### src/olist_pkg.sv
package olist_pkg;

   // list depth and derived widths
   localparam int CAPACITY  = 64;
   localparam int VAL_W     = 32;
   localparam int IDX_W     = (CAPACITY > 1) ? $clog2(CAPACITY) : 1;
   localparam int CNT_W     = $clog2(CAPACITY + 1);

   // fixed field widths of the beats
   localparam int CMD_W     = 3;
   localparam int POS_W     = 7;
   localparam int FPOS_W    = 6;
   localparam int ECNT_W    = 7;
   localparam int STAT_W    = 2;

   // common width for position against count compares
   localparam int CMP_W     = (POS_W > CNT_W) ? POS_W : CNT_W;

   // match scan groups
   localparam int GRP       = 8;
   localparam int OFF_W     = $clog2(GRP);
   localparam int GROUPS    = (CAPACITY + GRP - 1) / GRP;
   localparam int GRP_IDX_W = (GROUPS > 1) ? $clog2(GROUPS) : 1;
   localparam int MATCH_W   = GROUPS * GRP;

   localparam logic signed [VAL_W-1:0] FAIL_VALUE = -32'sd1;

   typedef enum logic [CMD_W-1:0] {
      CMD_INS_HEAD = 3'd0,
      CMD_INS_TAIL = 3'd1,
      CMD_INS_AT   = 3'd2,
      CMD_RM_HEAD  = 3'd3,
      CMD_RM_TAIL  = 3'd4,
      CMD_RM_AT    = 3'd5,
      CMD_RM_VALUE = 3'd6,
      CMD_SEARCH   = 3'd7
   } cmd_type;

   typedef enum logic [STAT_W-1:0] {
      STAT_OK    = 2'd0,
      STAT_NONE  = 2'd1,
      STAT_FULL  = 2'd2,
      STAT_RANGE = 2'd3
   } status_type;

   typedef struct packed {
      cmd_type                  command;
      logic signed [VAL_W-1:0]  item_value;
      logic [POS_W-1:0]         position;
   } req_type;

   typedef struct packed {
      status_type               status;
      logic signed [VAL_W-1:0]  removed_value;
      logic [FPOS_W-1:0]        found_position;
      logic [ECNT_W-1:0]        entry_count;
   } rsp_type;

   // what a cell loads on the next edge
   typedef enum logic [1:0] {
      ACT_HOLD  = 2'd0,
      ACT_LEFT  = 2'd1,
      ACT_RIGHT = 2'd2,
      ACT_LOAD  = 2'd3
   } cell_act_type;

   typedef struct packed {
      cell_act_type act;
      logic         cmp_en;
   } cell_ctrl_type;

   typedef struct packed {
      logic              valid;
      logic [VAL_W-1:0]  value;
   } cell_data_type;

endpackage

### src/olist_scan.sv
module olist_scan (
   input  logic [olist_pkg::MATCH_W-1:0]   match_vec,
   input  logic [olist_pkg::GRP_IDX_W-1:0] grp,
   output logic                            hit,
   output logic [olist_pkg::OFF_W-1:0]     offset
);

   logic [olist_pkg::GRP-1:0] slice;

   // take one group of match flags
   assign slice = match_vec[grp * olist_pkg::GRP +: olist_pkg::GRP];
   assign hit   = |slice;

   // lowest set flag wins
   always_comb begin
      offset = '0;
      for (int i = olist_pkg::GRP - 1; i >= 0; i--) begin
         if (slice[i]) begin
            offset = olist_pkg::OFF_W'(i);
         end
      end
   end

endmodule

### config.mk
export PLATFORM = sky130hd
export DESIGN_NAME = olist_scan
export DESIGN_NICKNAME = d
export VERILOG_FILES = /design/src/olist_pkg.sv /design/src/olist_scan.sv
export SDC_FILE = /design/constraint.sdc
export NUM_CORES = 1
export LEC_CHECK = 0
export BUFFER_PORTS_ARGS = -buffer_cell sky130_fd_sc_hd__clkbuf_2
export CAP_MARGIN = 25
export CORE_MARGIN = 4
export CORE_UTILIZATION = 39
export DETAILED_ROUTE_END_ITERATION = 6
export GPL_TIMING_DRIVEN = 0
export PLACE_DENSITY = 0.84
export SYNTH_ARGS = -nofsm -noshare
export SYNTH_HDL_FRONTEND = slang
export SYNTH_SLANG_ARGS = --single-unit
### constraint.sdc
create_clock -name vclk -period 4.05
set_input_delay 1.0125 -clock vclk [all_inputs]
set_output_delay 1.0125 -clock vclk [all_outputs]
set_load 0.01 [all_outputs]
==> results of run 1 <==
## kinds of logic after synthesis
logic type / Yosys count / share of synthesized area
compound gates: 12 / 0.1203
buf+inv: 7 / 0.07412
mux: 25 / 0.6804
simple gates: 20 / 0.1252
## layout by cell type, fill, tap and decap left out, drive strengths merged
master / instances
nor3: 6
a21oi: 8
mux2i: 4
nand2: 1
o32ai: 1
nand2b: 4
o211ai: 1
nor2b: 1
clkbuf: 68
mux4: 19
a221oi: 1
a21o: 1
nor2: 8
buf: 7
mux2: 2
## critical path, stage by stage
cell      delay, ns
buf_2          0.19
buf_1          0.42
mux4_2         0.39
mux2i_1        0.21
o211ai_2       0.13
a21oi_1        0.19
o32ai_2        0.10
clkbuf_2       0.15
## power by group through the flow
stage / clock [mW] / combinational (mW) / sequential [mW]
after detailed placement: 0 / 0.123 / 0
after global placement: 0 / 0.119 / 0
after CTS: 0 / 0.124 / 0
after floorplan: 0 / 0.0768 / 0
after global routing: 0 / 0.134 / 0
final: 0 / 0.123 / 0
## cell type report
| cell class | instances | area (µm²) |
|---|---|---|
| multi-input cells | 57 | 703.2 |
| well taps | 25 | 31.28 |
| repair buffers | 68 | 340.3 |
| plain buffers | 7 | 56.30 |
| fillers | 150 | 651.9 |
## final timing paths
check,startpoint,end,cells past startpoint,slack (ns)
hold / removal,match_vec[0],offset[0],4,2.57
setup / recovery,grp[2],offset[0],8,0.24
## per-stage QoR
step / worst slack (ns) / hold slack (ns) / utilization / power (mW)
floorplan: 0.4686 / 2.362 / - / 0.07682
global placement: 0.3123 / 2.563 / 0.6344 / 0.1186
detailed placement: 0.2498 / 2.580 / 0.6344 / 0.1232
CTS: 0.2488 / 2.581 / 0.6344 / 0.1236
global route: 0.09763 / 2.613 / 0.6344 / 0.1338
finish: 0.2422 / 2.571 / 0.6344 / 0.1232
## layer usage
layer  up-vias  part of all wire  routed length, µm
met5         -                 0                  0
met4         0                 0                  0
met3         0             0.098                248
met2        42              0.51               1291
met1       412              0.39                979
li1        420                 -                  -
==> impl_metrics.csv, run 1 <==
group,metric,value,unit
sta,max_slew_margin,0.6751,
power_and_ir_drop,p_per_area,108.9,mW/mm²
placed_design,gp_congestion,0.7712,
layout,instances_no_fill,157,
logic_synthesis,synthCells,64,
sta,setup_violations,0,
global_route,grtUsageTotal,0.1803,
power_and_ir_drop,leakage,0.5579,nW
routing,first_pass_iters,4,
logic_synthesis,synth.area.top_cells,"mux4_2 36%, mux4_1 24%, a21oi_1 5.3%",
power_and_ir_drop,power_switching,0.04990,mW
floorplan,pin_count,71,
placed_design,post_dp_cell_area,0.001131,mm²
sta,setup_tns,0,ns
layout,n_antenna_cell,0,
floorplan,fp.dieW,52.13,µm
worst_setup_path,endpoint_kind,"output pin",
global_route,overflow,0,
clock_network,cts_resized,0,
floorplan,dieHeight,52.13,µm
power_and_ir_drop,clkPwrFrac,0,
worst_setup_path,cp-start-kind,"input pin",
logic_synthesis,synthesis.area,759.5,µm²
global_route,use_met2,0.3431,
floorplan,die-area,0.002718,mm²
logic_synthesis,yosysWarnings,0,
routing,drc,0,
logic_synthesis,synthTopCellsByCount,"12 x mux4_2, 8 x a21oi_1, 8 x nor2_1, 7 x mux4_1, 6 x nor3_1",
power_and_ir_drop,power_frac_seq,0,
global_route,grt_use_met3,0.01433,
global_route,grt_pass1_vias,893,
global_route,use_met1,0.2329,
floorplan,core,0.001783,mm²
sta,hold_viol,0,
logic_synthesis,ys_seq_area_frac,0,
layout,flops_and_latches,0,
sta,worst_slew_pin_slew,0.4873,ns
global_route,grt_max_degree,11,
power_and_ir_drop,swShare,0.4050,
logic_synthesis,yosys.cell_count.top_type,"mux4_2",
placed_design,dp.cells,157,
logic_synthesis,yosys.area.top_type_share,0.3558,
sta,fin_crit_sh,0.9402,
layout,clock_buffers,0,
global_route,antenna_found_initial,0,
routing,wirelength,2.519,mm
layout,nets,201,
logic_synthesis,ys_types,18,
layout,seqCellArea,0,µm²
run,maxCapViolations,0,
placed_design,hpwlAfterDp,2.222,mm
sta,rsz0062_at_grt,"no",
global_route,top_usage_layer,"met2",
sta,period_needed,3.808,ns
clock_network,post-cts-setup-buffers,0,
sta,finalMaxSlewViolations,0,
layout,drive_gt1_frac,0.6894,
floorplan,rows,15,
power_and_ir_drop,combPwrFrac,1.000,
routing,via_per_inst,5.567,
floorplan,start_util,0.4260,
layout,area_delta_synth_final,48.93,%
worst_setup_path,crit_fanout,10,
worst_setup_path,critical_path_required,3.04,ns
placed_design,port-buffer-count,68,
routing,wire_per_inst,16.04,µm
power_and_ir_drop,internal-power,0.07331,mW
layout,fin_area,0.001131,mm²
power_and_ir_drop,ir_drop,0.00005129,V
routing,drt_iter0_drc,5,
routing,ant_nets,0,
sta,max_freq,0.2626,GHz
run_status,status,"finished clean",
logic_synthesis,synth_nets,131,
worst_setup_path,crit_arrival,2.80,ns
hold_path,hold_class,"input pin to output pin",
global_route,grt_pass1_wl,3.795,mm
routing,vias,874,
clock_network,cts_hold_buffers,0,
worst_setup_path,critPathKind,"input pin to output pin",
logic_synthesis,synth_top_cell_by_area,"mux4_2",
logic_synthesis,syn_area_per_cell,11.87,µm²
Note: power is estimated with default switching activity, not from simulation.
==> inputs of run 2 (changes only) <==
Settings changed: ABC_AREA from default to 1, PLACE_DENSITY 0.84 to 0.83.
==> run 2 against run 1 <==
  * Clock-buffer cell count unchanged
  * Hold slack got worse by 0.14 ns
  * Via count increased by 33%
  * Synthesized cell count increased by 140%
  * Maximum frequency increased by 17%
  * Flip-flop and latch count unchanged
  * Global-route usage decreased by 0.15 points
  * Largest cell class unchanged
==> impl_metrics.csv, run 2 <==
group,metric,value,unit
power_and_ir_drop,ir_drop,0.00005343,V
power_and_ir_drop,combPwrFrac,1.000,
power_and_ir_drop,power_frac_seq,0,
worst_setup_path,cp-start-kind,"input pin",
layout,clock_buffers,0,
logic_synthesis,yosysWarnings,0,
power_and_ir_drop,p_per_area,104.4,mW/mm²
worst_setup_path,crit_fanout,10,
floorplan,dieHeight,53.31,µm
placed_design,port-buffer-count,69,
layout,flops_and_latches,0,
routing,first_pass_iters,4,
worst_setup_path,max_stage_delay,0.21,ns
logic_synthesis,syn_area_per_cell,5.166,µm²
floorplan,fp.dieW,53.31,µm
run,maxCapViolations,0,
power_and_ir_drop,swShare,0.4973,
logic_synthesis,ys_seq_area_frac,0,
power_and_ir_drop,clkPwrFrac,0,
floorplan,start_util,0.4082,
worst_setup_path,cpMaxStageDelayCell,"buf_2",
worst_setup_path,critical_path_required,3.04,ns
placed_design,gp_congestion,0.7689,
clock_network,cts_resized,0,
layout,final_cell_mix,"69 x clkbuf_2, 32 x nor2_1, 31 x nand2_1, 19 x inv_1, 17 x o21ai_0",
logic_synthesis,synthCells,155,
logic_synthesis,synthTopCellsByCount,"32 x nor2_1, 31 x nand2_1, 19 x inv_1, 17 x o21ai_0, 14 x nand3_1",
routing,drt_iter0_drc,18,
global_route,grt_max_degree,11,
logic_synthesis,synthesis.area,800.8,µm²
run_status,status,"finished clean",
sta,finalMaxSlewViolations,0,
layout,drive_gt1_frac,0.3973,
worst_setup_path,endpoint_kind,"output pin",
layout,instances_no_fill,251,
routing,wirelength,2.548,mm
global_route,grt_pass1_vias,998,
routing,via_per_inst,4.618,
sta,max_freq,0.3080,GHz
worst_setup_path,worstPathCellList,"clkbuf_2 > inv_2 > buf_2 > o21ai_0 > o22ai_1 > inv_1 > o21ai_1 > inv_1 > nand2_1 > a21oi_1 > clkbuf_2",
sta,setup_tns,0,ns
floorplan,rows,16,
global_route,overflow,0,
floorplan,pin_count,71,
logic_synthesis,synth.area.top_cells,"nor2_1 15%, nand2_1 15%, o21ai_0 11%",
logic_synthesis,synth_nets,222,
layout,n_antenna_cell,0,
sta,setup_violations,0,
floorplan,core,0.001962,mm²
logic_synthesis,yosys.cell_count.top_type,"nor2_1",
layout,nets,293,
layout,seqCellArea,0,µm²
hold_path,hold_class,"input pin to output pin",
global_route,grtUsageTotal,0.1788,
sta,hold_viol,0,
power_and_ir_drop,internal-power,0.06191,mW
routing,drc,0,
sta,period_needed,3.246,ns
clock_network,post-cts-setup-buffers,0,
global_route,antenna_found_initial,0,
sta,fin_crit_sh,0.8016,
routing,wire_per_inst,10.15,µm
layout,layout_commonest_cell,"clkbuf_2",
logic_synthesis,yosys.area.top_type_share,0.1500,
logic_synthesis,ys_types,26,
routing,ant_nets,0,
placed_design,dp.cells,251,
power_and_ir_drop,power_switching,0.06125,mW
sta,rsz0062_at_grt,"no",
logic_synthesis,synth_top_cell_by_area,"nor2_1",
power_and_ir_drop,leakage,0.7055,nW
worst_setup_path,crit_arrival,2.23,ns
placed_design,hpwlAfterDp,2.163,mm
global_route,grt_pass1_wl,3.974,mm
worst_setup_path,cp_top_family,"buffers and inverters",
sta,worst_slew_pin_slew,0.2736,ns
sta,max_slew_margin,0.8157,
worst_setup_path,path_buf_inv,6,
layout,area_delta_synth_final,47.34,%
routing,vias,1159,
worst_setup_path,critPathKind,"input pin to output pin",
floorplan,die-area,0.002842,mm²
clock_network,cts_hold_buffers,0,
run 2: cell count changes in the layout (fill, tap and decap cells not counted), sizes merged, moves of 6 or more:
cell / before / now
a21oi: 8 / 2
inv: 0 / 21
o21ai: 0 / 30
mux4: 19 / 0
nand3: 0 / 14
nor2: 8 / 33
nand2: 1 / 32
run 2: layout make-up:
cell class / count / area (µm²)
Multi-Input combinational cell: 122 / 578.1
Buffer: 11 / 135.1
Tap cell: 27 / 33.78
Inverter: 22 / 87.58
Timing Repair Buffer: 69 / 345.3
Fill cell: 230 / 782.0
run 2: through the flow:
| stage | cell area [µm²] | worst slack [ns] | utilization | hold slack [ns] | power, mW |
|---|---|---|---|---|---|
| after floorplan | 800.8 | 1.039 | - | 2.313 | 0.07754 |
| after global placement | 1180 | 0.8321 | 0.6014 | 2.432 | 0.1221 |
| after detailed placement | 1180 | 0.8200 | 0.6014 | 2.438 | 0.1237 |
| after CTS | 1180 | 0.8228 | 0.6014 | 2.437 | 0.1240 |
| after global routing | 1180 | 0.6405 | 0.6014 | 2.462 | 0.1395 |
| final | 1180 | 0.8035 | 0.6014 | 2.431 | 0.1232 |
run 2: kinds of logic (layout without fill, tap and decap cells):
| family | count (synthesis) | after routing | share of synthesized area |
|---|---|---|---|
| compound gates | 39 | 39 | 0.2781 |
| buf+inv | 33 | 102 | 0.2781 |
| simple gates | 81 | 81 | 0.4188 |
| mux | 2 | 2 | 0.02500 |
run 2: routing by layer:
metal	GRT usage	part of all wire
met4	0	0
met3	0.02817	0.086
met5	0	0
met1	0.2129	0.43
met2	0.3469	0.49
run 2: path summary, 6_finish.rpt:
path	startpoint	endpoint	slack (ns)	cells past startpoint
min	grp[2]	hit	2.43	4
max	grp[1]	offset[1]	0.80	11
run 2: power by group through the flow:
stage	Sequential, mW	Clock (mW)	Combinational [mW]
after CTS	0	0	0.124
after floorplan	0	0	0.0775
after detailed placement	0	0	0.124
final	0	0	0.123
after global placement	0	0	0.122
after global routing	0	0	0.139
