File: src/olist_pkg.sv
package olist_pkg;

   // list depth and derived widths
   localparam int CAPACITY  = 64;
   localparam int VAL_W     = 32;
   localparam int IDX_W     = (CAPACITY > 1) ? $clog2(CAPACITY) : 1;
   localparam int CNT_W     = $clog2(CAPACITY + 1);

   // fixed field widths of the beats
   localparam int CMD_W     = 3;
   localparam int POS_W     = 7;
   localparam int FPOS_W    = 6;
   localparam int ECNT_W    = 7;
   localparam int STAT_W    = 2;

   // common width for position against count compares
   localparam int CMP_W     = (POS_W > CNT_W) ? POS_W : CNT_W;

   // match scan groups
   localparam int GRP       = 8;
   localparam int OFF_W     = $clog2(GRP);
   localparam int GROUPS    = (CAPACITY + GRP - 1) / GRP;
   localparam int GRP_IDX_W = (GROUPS > 1) ? $clog2(GROUPS) : 1;
   localparam int MATCH_W   = GROUPS * GRP;

   localparam logic signed [VAL_W-1:0] FAIL_VALUE = -32'sd1;

   typedef enum logic [CMD_W-1:0] {
      CMD_INS_HEAD = 3'd0,
      CMD_INS_TAIL = 3'd1,
      CMD_INS_AT   = 3'd2,
      CMD_RM_HEAD  = 3'd3,
      CMD_RM_TAIL  = 3'd4,
      CMD_RM_AT    = 3'd5,
      CMD_RM_VALUE = 3'd6,
      CMD_SEARCH   = 3'd7
   } cmd_type;

   typedef enum logic [STAT_W-1:0] {
      STAT_OK    = 2'd0,
      STAT_NONE  = 2'd1,
      STAT_FULL  = 2'd2,
      STAT_RANGE = 2'd3
   } status_type;

   typedef struct packed {
      cmd_type                  command;
      logic signed [VAL_W-1:0]  item_value;
      logic [POS_W-1:0]         position;
   } req_type;

   typedef struct packed {
      status_type               status;
      logic signed [VAL_W-1:0]  removed_value;
      logic [FPOS_W-1:0]        found_position;
      logic [ECNT_W-1:0]        entry_count;
   } rsp_type;

   // what a cell loads on the next edge
   typedef enum logic [1:0] {
      ACT_HOLD  = 2'd0,
      ACT_LEFT  = 2'd1,
      ACT_RIGHT = 2'd2,
      ACT_LOAD  = 2'd3
   } cell_act_type;

   typedef struct packed {
      cell_act_type act;
      logic         cmp_en;
   } cell_ctrl_type;

   typedef struct packed {
      logic              valid;
      logic [VAL_W-1:0]  value;
   } cell_data_type;

endpackage

File: src/olist_cell.sv
module olist_cell (
   input  logic                    clock,
   input  logic                    reset,
   input  olist_pkg::cell_ctrl_type ctrl,
   input  logic [olist_pkg::VAL_W-1:0] key,
   input  olist_pkg::cell_data_type left_in,
   input  olist_pkg::cell_data_type right_in,
   output olist_pkg::cell_data_type data_out,
   output logic                    match_out
);

   logic                        valid_ff, valid_in;
   logic [olist_pkg::VAL_W-1:0] value_ff, value_in;
   logic                        match_ff, match_in;

   // pick the next entry: hold, shift from a neighbor or load the key
   always_comb begin
      valid_in = valid_ff;
      value_in = value_ff;
      case (ctrl.act)
         olist_pkg::ACT_LEFT: begin
            valid_in = left_in.valid;
            value_in = left_in.value;
         end
         olist_pkg::ACT_RIGHT: begin
            valid_in = right_in.valid;
            value_in = right_in.value;
         end
         olist_pkg::ACT_LOAD: begin
            valid_in = 1'b1;
            value_in = key;
         end
         default: begin
            valid_in = valid_ff;
            value_in = value_ff;
         end
      endcase
   end

   // compare against the key on request, otherwise hold the flag
   assign match_in = ctrl.cmp_en ? (valid_ff && (value_ff == key)) : match_ff;

   always_ff @(posedge clock) begin
      if (reset) begin
         valid_ff <= 1'b0;
         match_ff <= 1'b0;
      end else begin
         valid_ff <= valid_in;
         match_ff <= match_in;
      end
   end

   always_ff @(posedge clock) begin
      value_ff <= value_in;
   end

   assign data_out.valid = valid_ff;
   assign data_out.value = value_ff;
   assign match_out      = match_ff;

endmodule

File: config.mk
export PLATFORM = sky130hd
export DESIGN_NAME = olist_cell
export DESIGN_NICKNAME = d
export VERILOG_FILES = /design/src/olist_pkg.sv /design/src/olist_cell.sv
export SDC_FILE = /design/constraint.sdc
export NUM_CORES = 1
export LEC_CHECK = 0
export BUFFER_PORTS_ARGS = -buffer_cell sky130_fd_sc_hd__buf_2
export CORE_ASPECT_RATIO = 0.75
export CORE_UTILIZATION = 42
export DETAILED_ROUTE_END_ITERATION = 10
export PLACE_DENSITY = 0.89
export SYNTH_ARGS = -nofsm -noshare
export SYNTH_HDL_FRONTEND = slang
export SYNTH_SLANG_ARGS = --single-unit
File: constraint.sdc
create_clock -name clock -period 1.6 [get_ports clock]
set_input_delay 0.08 -clock clock [delete_from_list [all_inputs] [get_ports clock]]
set_output_delay 0.08 -clock clock [all_outputs]
set_load 0.01 [all_outputs]
==> results of run 1 <==
[worst min-delay path by stage]
stage	startpoint	end	slack (ns)	depth (start not counted)
after floorplan	reset	valid_ff	0.15	1
after global placement	reset	valid_ff	0.28	2
after detailed placement	reset	valid_ff	0.28	2
after CTS	ctrl[0]	match_out	0.06	4
after global routing	ctrl[0]	match_out	0.07	4
final	ctrl[0]	match_out	0.06	4
[per-stage QoR]
step	power [uW]	utilization, %
3_5_place_dp	1801	60.30
3_3_place_gp	1779	60.30
6_report	2392	62.29
5_1_grt	2524	62.29
2_1_floorplan	1500	-
4_1_cts	2415	62.29
[registers in the layout, summed over array words and instances, names as in the netlist]
register   cells
valid_ff       1
match_out      1
value_ff      32
[cell families after synthesis]
kind of cell              count (synthesis)
AOI/OAI and AO/OA                        35
xor gates and xnor gates                 32
buffers and inverters                    12
DFF                                      34
muxes                                    33
and+or+nand+nor                          48
[cell type report]
type	count	area, sq um	area share (%)
multi-input combinational	148	997.2	34.82
clock inverter	2	8.758	0.3058
tap	57	71.32	2.490
timing repair buffer	140	713.2	24.90
sequential	34	1001	34.95
clock buffer	6	72.57	2.534
[where the power goes]
part / internal, uW / switching, uW / total (uW)
Sequential: 1100 / 66.5 / 1160
Clock: 299 / 314 / 613
Combinational: 309 / 307 / 616
Total: 1700 / 688 / 2390
[cell usage after synthesis]
cell type	number
sky130_fd_sc_hd__nand4_1	6
sky130_fd_sc_hd__nand3_1	1
sky130_fd_sc_hd__a21oi_1	32
sky130_fd_sc_hd__xnor2_1	23
sky130_fd_sc_hd__nor4_1	4
sky130_fd_sc_hd__edfxtp_1	32
sky130_fd_sc_hd__xor2_1	9
sky130_fd_sc_hd__buf_4	4
sky130_fd_sc_hd__mux2i_1	33
sky130_fd_sc_hd__o21ai_0	1
sky130_fd_sc_hd__buf_2	4
sky130_fd_sc_hd__nand2_1	2
sky130_fd_sc_hd__o21ai_1	1
sky130_fd_sc_hd__dfxtp_1	2
sky130_fd_sc_hd__or2_2	1
sky130_fd_sc_hd__clkbuf_1	4
sky130_fd_sc_hd__o21a_1	1
sky130_fd_sc_hd__nor2_1	34
[worst register-to-register path, delay by kind of cell (launching register included)]
| kind | cells | cell delay [ns] |
|---|---|---|
| AND/OR/NAND/NOR | 3 | 0.60 |
| XOR/XNOR | 1 | 0.20 |
| AO/OA/AOI/OAI | 1 | 0.13 |
| flip-flops | 1 | 0.41 |
[metal layers]
layer | GRT usage [%] | up-vias
met1 | 27.55 | 859
met4 | 8.190 | 0
met5 | 0 | -
met2 | 37.40 | 94
li1 | - | 972
met3 | 5.548 | 8
==> summary.md, run 1 <==
| Metric | Value |
|---|---|
| Run status | finished clean |
| Leak pwr | 0.001338 uW |
| Number of resized instances in the post-cts repair step | 0 |
| Required arrival time at the worst endpoint | 1.82 ns |
| Depth of the CTS H-tree | 2 |
| Setup Total Neg Slack | 0 ns |
| Commonest non-fill, non-tap cell in the layout | sky130_fd_sc_hd__buf_2 |
| Residual antenna-violating net count after detailed routing | 0 |
| Simple logic cell fraction of the synthesized area | 10.13% |
| Class of the tightest hold or removal check | in2reg |
| Achievable Freq | 0.7113 GHz |
| Fin Clk Skew | 0.003884 ns |
| Layout-stage area growth over the synthesis result | 38.81% |
| Standard cell with the maximum stage delay on the critical path | sky130_fd_sc_hd__edfxtp_1 |
| # port buffers | 136 |
| Via count | 1933 |
| Die span in y | 62.70 microns |
| Pin count of the biggest net entering global routing | 67 |
| Largest delay contributor family on the critical path | simple AND/OR/NAND/NOR gates |
| Clock latency of the later-clocked register in the worst-skew pair | 0.29 ns |
| Hold-fix buffer count after cts | 1 |
| Max clock buf depth | 2 |
| Nets@finish | 432 |
| Net count after synthesis | 297 |
| Xor-xnor portion of the synthesized cell area | 13.58% |
| Placed wire-length estimate after detailed placement | 4243 microns |
| Wire length per cell | 13.96 microns |
| Crit path from | value_ff[20] |
| Final Max Tran Viols | 0 |
| All-layer global routing usage | 22.16% |
| Number of placement rows | 21 |
| Via/cell ratio | 4.995 |
| Clock transition at path regs | 0.07 ns |
| Placed Area | 2773 sq um |
| Worst hold-check slack | 0.06391 ns |
| Antenna violations before repair | 0 |
| Clock tree from TritonCTS | yes |
| Non-filler instance count after layout | 387 |
| Yosys warning total | 0 |
| Worst path buffer plus inverter count | 0 |
| Weighted congestion reported at the end of routability-driven placement | 0.7304 |
| Wire length after detailed routing | 5404 microns |
| Total clock buffers created by CTS | 5 |
| Final instance area | 2864 sq um |
| Synth Register Bits | 34 |
| I/O pin total | 137 |
| Seq/Total Area, Yosys | 48.51% |
| Cell type contributing the most total cell area after synthesis | sky130_fd_sc_hd__edfxtp_1 |
| Worst EP arrival | 1.63 ns |
| Minimum clock period | 1.406 ns |
| Share of post-route cells with drive strength above 1 | 44.24% |
| Adder-Cell Fraction of Synth Area | 0% |
| Logic depth of the worst setup path including buffers | 5 |
| Most Frequent Cell on Critical Path | sky130_fd_sc_hd__nand4_1 |
| Startpoint type of the worst setup path | flop |
| Synth top area share | 46.57% |
| R2R Setup Slk | 0.19 ns |
| Die X-Extent | 82.93 microns |
| Syn_area_per_cell | 10.64 sq um |
| Count of fill cells added during filler insertion | 401 |
| Leftover overflow at the end of global routing | 0 |
| Cell-by-cell trace of the critical path | xnor2_1, nand4_1, nor4_1, nand4_1, o21ai_1 |
| Endpoint of the worst setup timing path | match_out |
| Number of DRC markers after the initial detailed-route iteration | 60 |
| Met2 Routed Length | 2615 microns |
| Final period utilization | 87.86% |
| Top library cells by usage in the layout, fill and taps aside | sky130_fd_sc_hd__buf_2 (136), sky130_fd_sc_hd__nor2_1 (34), sky130_fd_sc_hd__mux2i_1 (33) |
| Number of design rule violations left after detail routing | 0 |
| Count of TritonRoute iterations in the first routing pass | 4 |
| Max-cap check violation count | 0 |
| Total placed cells including tap cells | 378 |
| M1 WL | 2342 microns |
| Number of antenna cells inserted | 0 |
| R2r endpoint | match_out |
| Worst Max-Slew Pin Slew | 0.7804 ns |
| Setup violation total in the final timing report | 0 |
| Max-slew headroom at the worst pin | 47.97% |
| Pre-CTS worst setup slack | 0.1556 ns |
| Final Hold Fails | 0 |
| Post-synthesis instance area | 2063 sq um |
| First-pass GRT wire length | 8935 microns |
| CP peak stage delay | 0.41 ns |
| Buffers inserted during post-CTS setup optimization | 0 |
| Crit. End Element | flop |
| Final setup margin | 0.1942 ns |
| Total clock sinks | 34 |
| Vias in the first global route | 1866 |
| Library cells used by synthesis | 18 |
| Maximum ir drop on the vdd rail | 0.4572 mV |
| Class of the most critical setup path | reg2reg |
| RR Startpoint | value_ff[20] |
| Multiplexer fraction of the synthesized cell area | 16.01% |
| Top cells by area, synth | sky130_fd_sc_hd__edfxtp_1 (47%), sky130_fd_sc_hd__mux2i_1 (16%), sky130_fd_sc_hd__xnor2_1 (9.8%) |
| Sum of met3 wire segment lengths after detailed routing | 376 microns |
| Root buf cell | sky130_fd_sc_hd__clkbuf_8 |
| Dominant combinational cell family by area after synthesis | multiplexers |
| RSZ-0062 raised after global routing | false |
| Compound-cell area share of the yosys netlist | 8.611% |
| Maximum fanout along the worst path | 2 |
| Power density relative to cell area | 835.1 nW/um^2 |
| Standard cell core area | 4598 sq um |
| Logic depth of the worst register-to-register path | 5 |
| Synth Instances | 194 |
| Total die area | 5200 sq um |
| Initial core utilization | 44.87% |
| Max layer used | met4 |
No activity file was read; power rests on OpenSTA's default activity.
==> run 2: changes to the inputs <==
- REMOVE_ABC_BUFFERS: unset -> 1
==> summary.md, run 2 (same netlist as run 1, synthesis figures left out) <==
| Metric | Value |
|---|---|
| Sw Pwr | 650.5 uW |
| Largest reg by FF count | value_ff |
| Depth of the CTS H-tree | 2 |
| Flip-flop count of the largest register after layout | 32 |
| Die span in y | 62.70 microns |
| Sum of internal, switching and leakage power | 2354 uW |
| Maximum fanout along the worst path | 2 |
| Number of design rule violations left after detail routing | 0 |
| Crit path from | value_ff[19] |
| Residual antenna-violating net count after detailed routing | 0 |
| Wire length after detailed routing | 5114 microns |
| Worst Max-Slew Pin Slew | 0.7649 ns |
| Most Frequent Cell on Critical Path | sky130_fd_sc_hd__nand4_1 |
| Largest delay contributor family on the critical path | simple AND/OR/NAND/NOR gates |
| Final Max Tran Viols | 0 |
| Worst hold-check slack | 0.08116 ns |
| Layout-stage area growth over the synthesis result | 38.81% |
| Standard cell with the maximum stage delay on the critical path | sky130_fd_sc_hd__edfxtp_1 |
| Total clock buffers created by CTS | 5 |
| Placed wire-length estimate after detailed placement | 4047 microns |
| Crit. End Element | flop |
| Run status | finished clean |
| Min-Delay Startpoint | ctrl[0] |
| I/O pin total | 137 |
| Final Hold Fails | 0 |
| Max-slew headroom at the worst pin | 49.00% |
| Non-filler instance count after layout | 387 |
| All-layer global routing usage | 20.45% |
| Number of placement rows | 21 |
| Total die area | 5200 sq um |
| Clock tree from TritonCTS | yes |
| Switch share | 27.64% |
| First-pass GRT wire length | 8355 microns |
| Count of TritonRoute iterations in the first routing pass | 4 |
| Worst EP arrival | 1.62 ns |
| # port buffers | 136 |
| Worst path buffer plus inverter count | 0 |
| Leftover overflow at the end of global routing | 0 |
| Wire length per cell | 13.21 microns |
| Cell internal pwr | 1703 uW |
| Fin Clk Skew | 0.003668 ns |
| Commonest non-fill, non-tap cell in the layout | sky130_fd_sc_hd__buf_2 |
| Required arrival time at the worst endpoint | 1.81 ns |
| Via/cell ratio | 4.938 |
| Max-cap check violation count | 0 |
| Root buf cell | sky130_fd_sc_hd__clkbuf_8 |
| Initial core utilization | 44.87% |
| Number of resized instances in the post-cts repair step | 0 |
| Class of the most critical setup path | reg2reg |
| Maximum ir drop on the vdd rail | 0.5080 mV |
| Achievable Freq | 0.7091 GHz |
| Hold-fix buffer count after cts | 1 |
| Portion of total power attributed to sequential cells | 49.3% |
| Via count | 1911 |
| Leak pwr | 0.001338 uW |
| CP peak stage delay | 0.42 ns |
| Setup violation total in the final timing report | 0 |
| Antenna violations before repair | 0 |
| Number of DRC markers after the initial detailed-route iteration | 39 |
| Nets@finish | 432 |
| Final core utilization | 62.29% |
| Vias in the first global route | 1834 |
| Class of the tightest hold or removal check | in2reg |
| Weighted congestion reported at the end of routability-driven placement | 0.7384 |
| Startpoint type of the worst setup path | flop |
| Final period utilization | 88.14% |
| RSZ-0062 raised after global routing | false |
| Setup Total Neg Slack | 0 ns |
| Max clock buf depth | 2 |
| Top library cells by usage in the layout, fill and taps aside | sky130_fd_sc_hd__buf_2 (136), sky130_fd_sc_hd__nor2_1 (34), sky130_fd_sc_hd__mux2i_1 (33) |
| Minimum clock period | 1.410 ns |
| Cell-by-cell trace of the critical path | xnor2_1, nand4_1, nor4_1, nand4_1, o21ai_1 |
| Share of post-route cells with drive strength above 1 | 44.24% |
| Total clock sinks | 34 |
| Buffers inserted during post-CTS setup optimization | 0 |
| Die X-Extent | 82.93 microns |
| Total placed cells including tap cells | 378 |
| RR Startpoint | value_ff[19] |
| Clock latency of the later-clocked register in the worst-skew pair | 0.27 ns |
| Standard cell core area | 4598 sq um |
| Combinational Power Share | 25.7% |
| Pin count of the biggest net entering global routing | 67 |
| Relative contribution of the clock network to total power | 25.0% |
| Clock transition at path regs | 0.07 ns |
| Power density relative to cell area | 821.8 nW/um^2 |
| Number of antenna cells inserted | 0 |
-- run 2: cell counts in the layout (fill, tap and decap cells not counted) --
No cell type changed its count.
-- run 2: worst paths after layout --
check                           cells after the start        end  slack, ns
worst min-delay path                                4  match_out       0.08
worst max-delay path                                5  match_out       0.19
worst min register to register                      2  match_out       0.45
worst max register to register                      5  match_out       0.19
-- run 2: tightest hold or removal path: stages --
cell and delay, ns:
sky130_fd_sc_hd__buf_2 0.09, sky130_fd_sc_hd__nor2_1 0.04, sky130_fd_sc_hd__nand2_1 0.05, sky130_fd_sc_hd__o21ai_1 0.05
-- run 2: routing by layer --
layer	share of wire, %	GRT usage [%]	up-vias
met3	7.0	5.548	4
li1	-	-	968
met2	48	35.04	84
met4	0.86	6.897	0
met5	0	0	-
met1	44	24.98	855
-- run 2: per-stage QoR --
step                cell area (sq um)  worst slack (ns)
global route                     2864           0.07054
detailed placement               2773            0.1820
CTS                              2864            0.1675
global placement                 2773            0.1994
finish                           2864            0.1897
floorplan                        1998            0.3946
-- run 2: power groups by stage --
stage | Sequential (uW) | Combinational (uW) | Clock, uW
floorplan | 1230 | 229 | 0
global route | 1180 | 669 | 659
global placement | 1170 | 600 | 0
CTS | 1160 | 613 | 612
finish | 1160 | 606 | 589
detailed placement | 1180 | 608 | 0
-- run 2: area by class of cell --
| type | instances | area (sq um) |
|---|---|---|
| Multi-Input combinational cell | 148 | 997.2 |
| Timing Repair Buffer | 140 | 713.2 |
| Clock buffer | 6 | 72.57 |
| Sequential cell | 34 | 1001 |
| Clock inverter | 2 | 8.758 |
| Tap cell | 57 | 71.32 |
| Fill cell | 390 | 1734 |
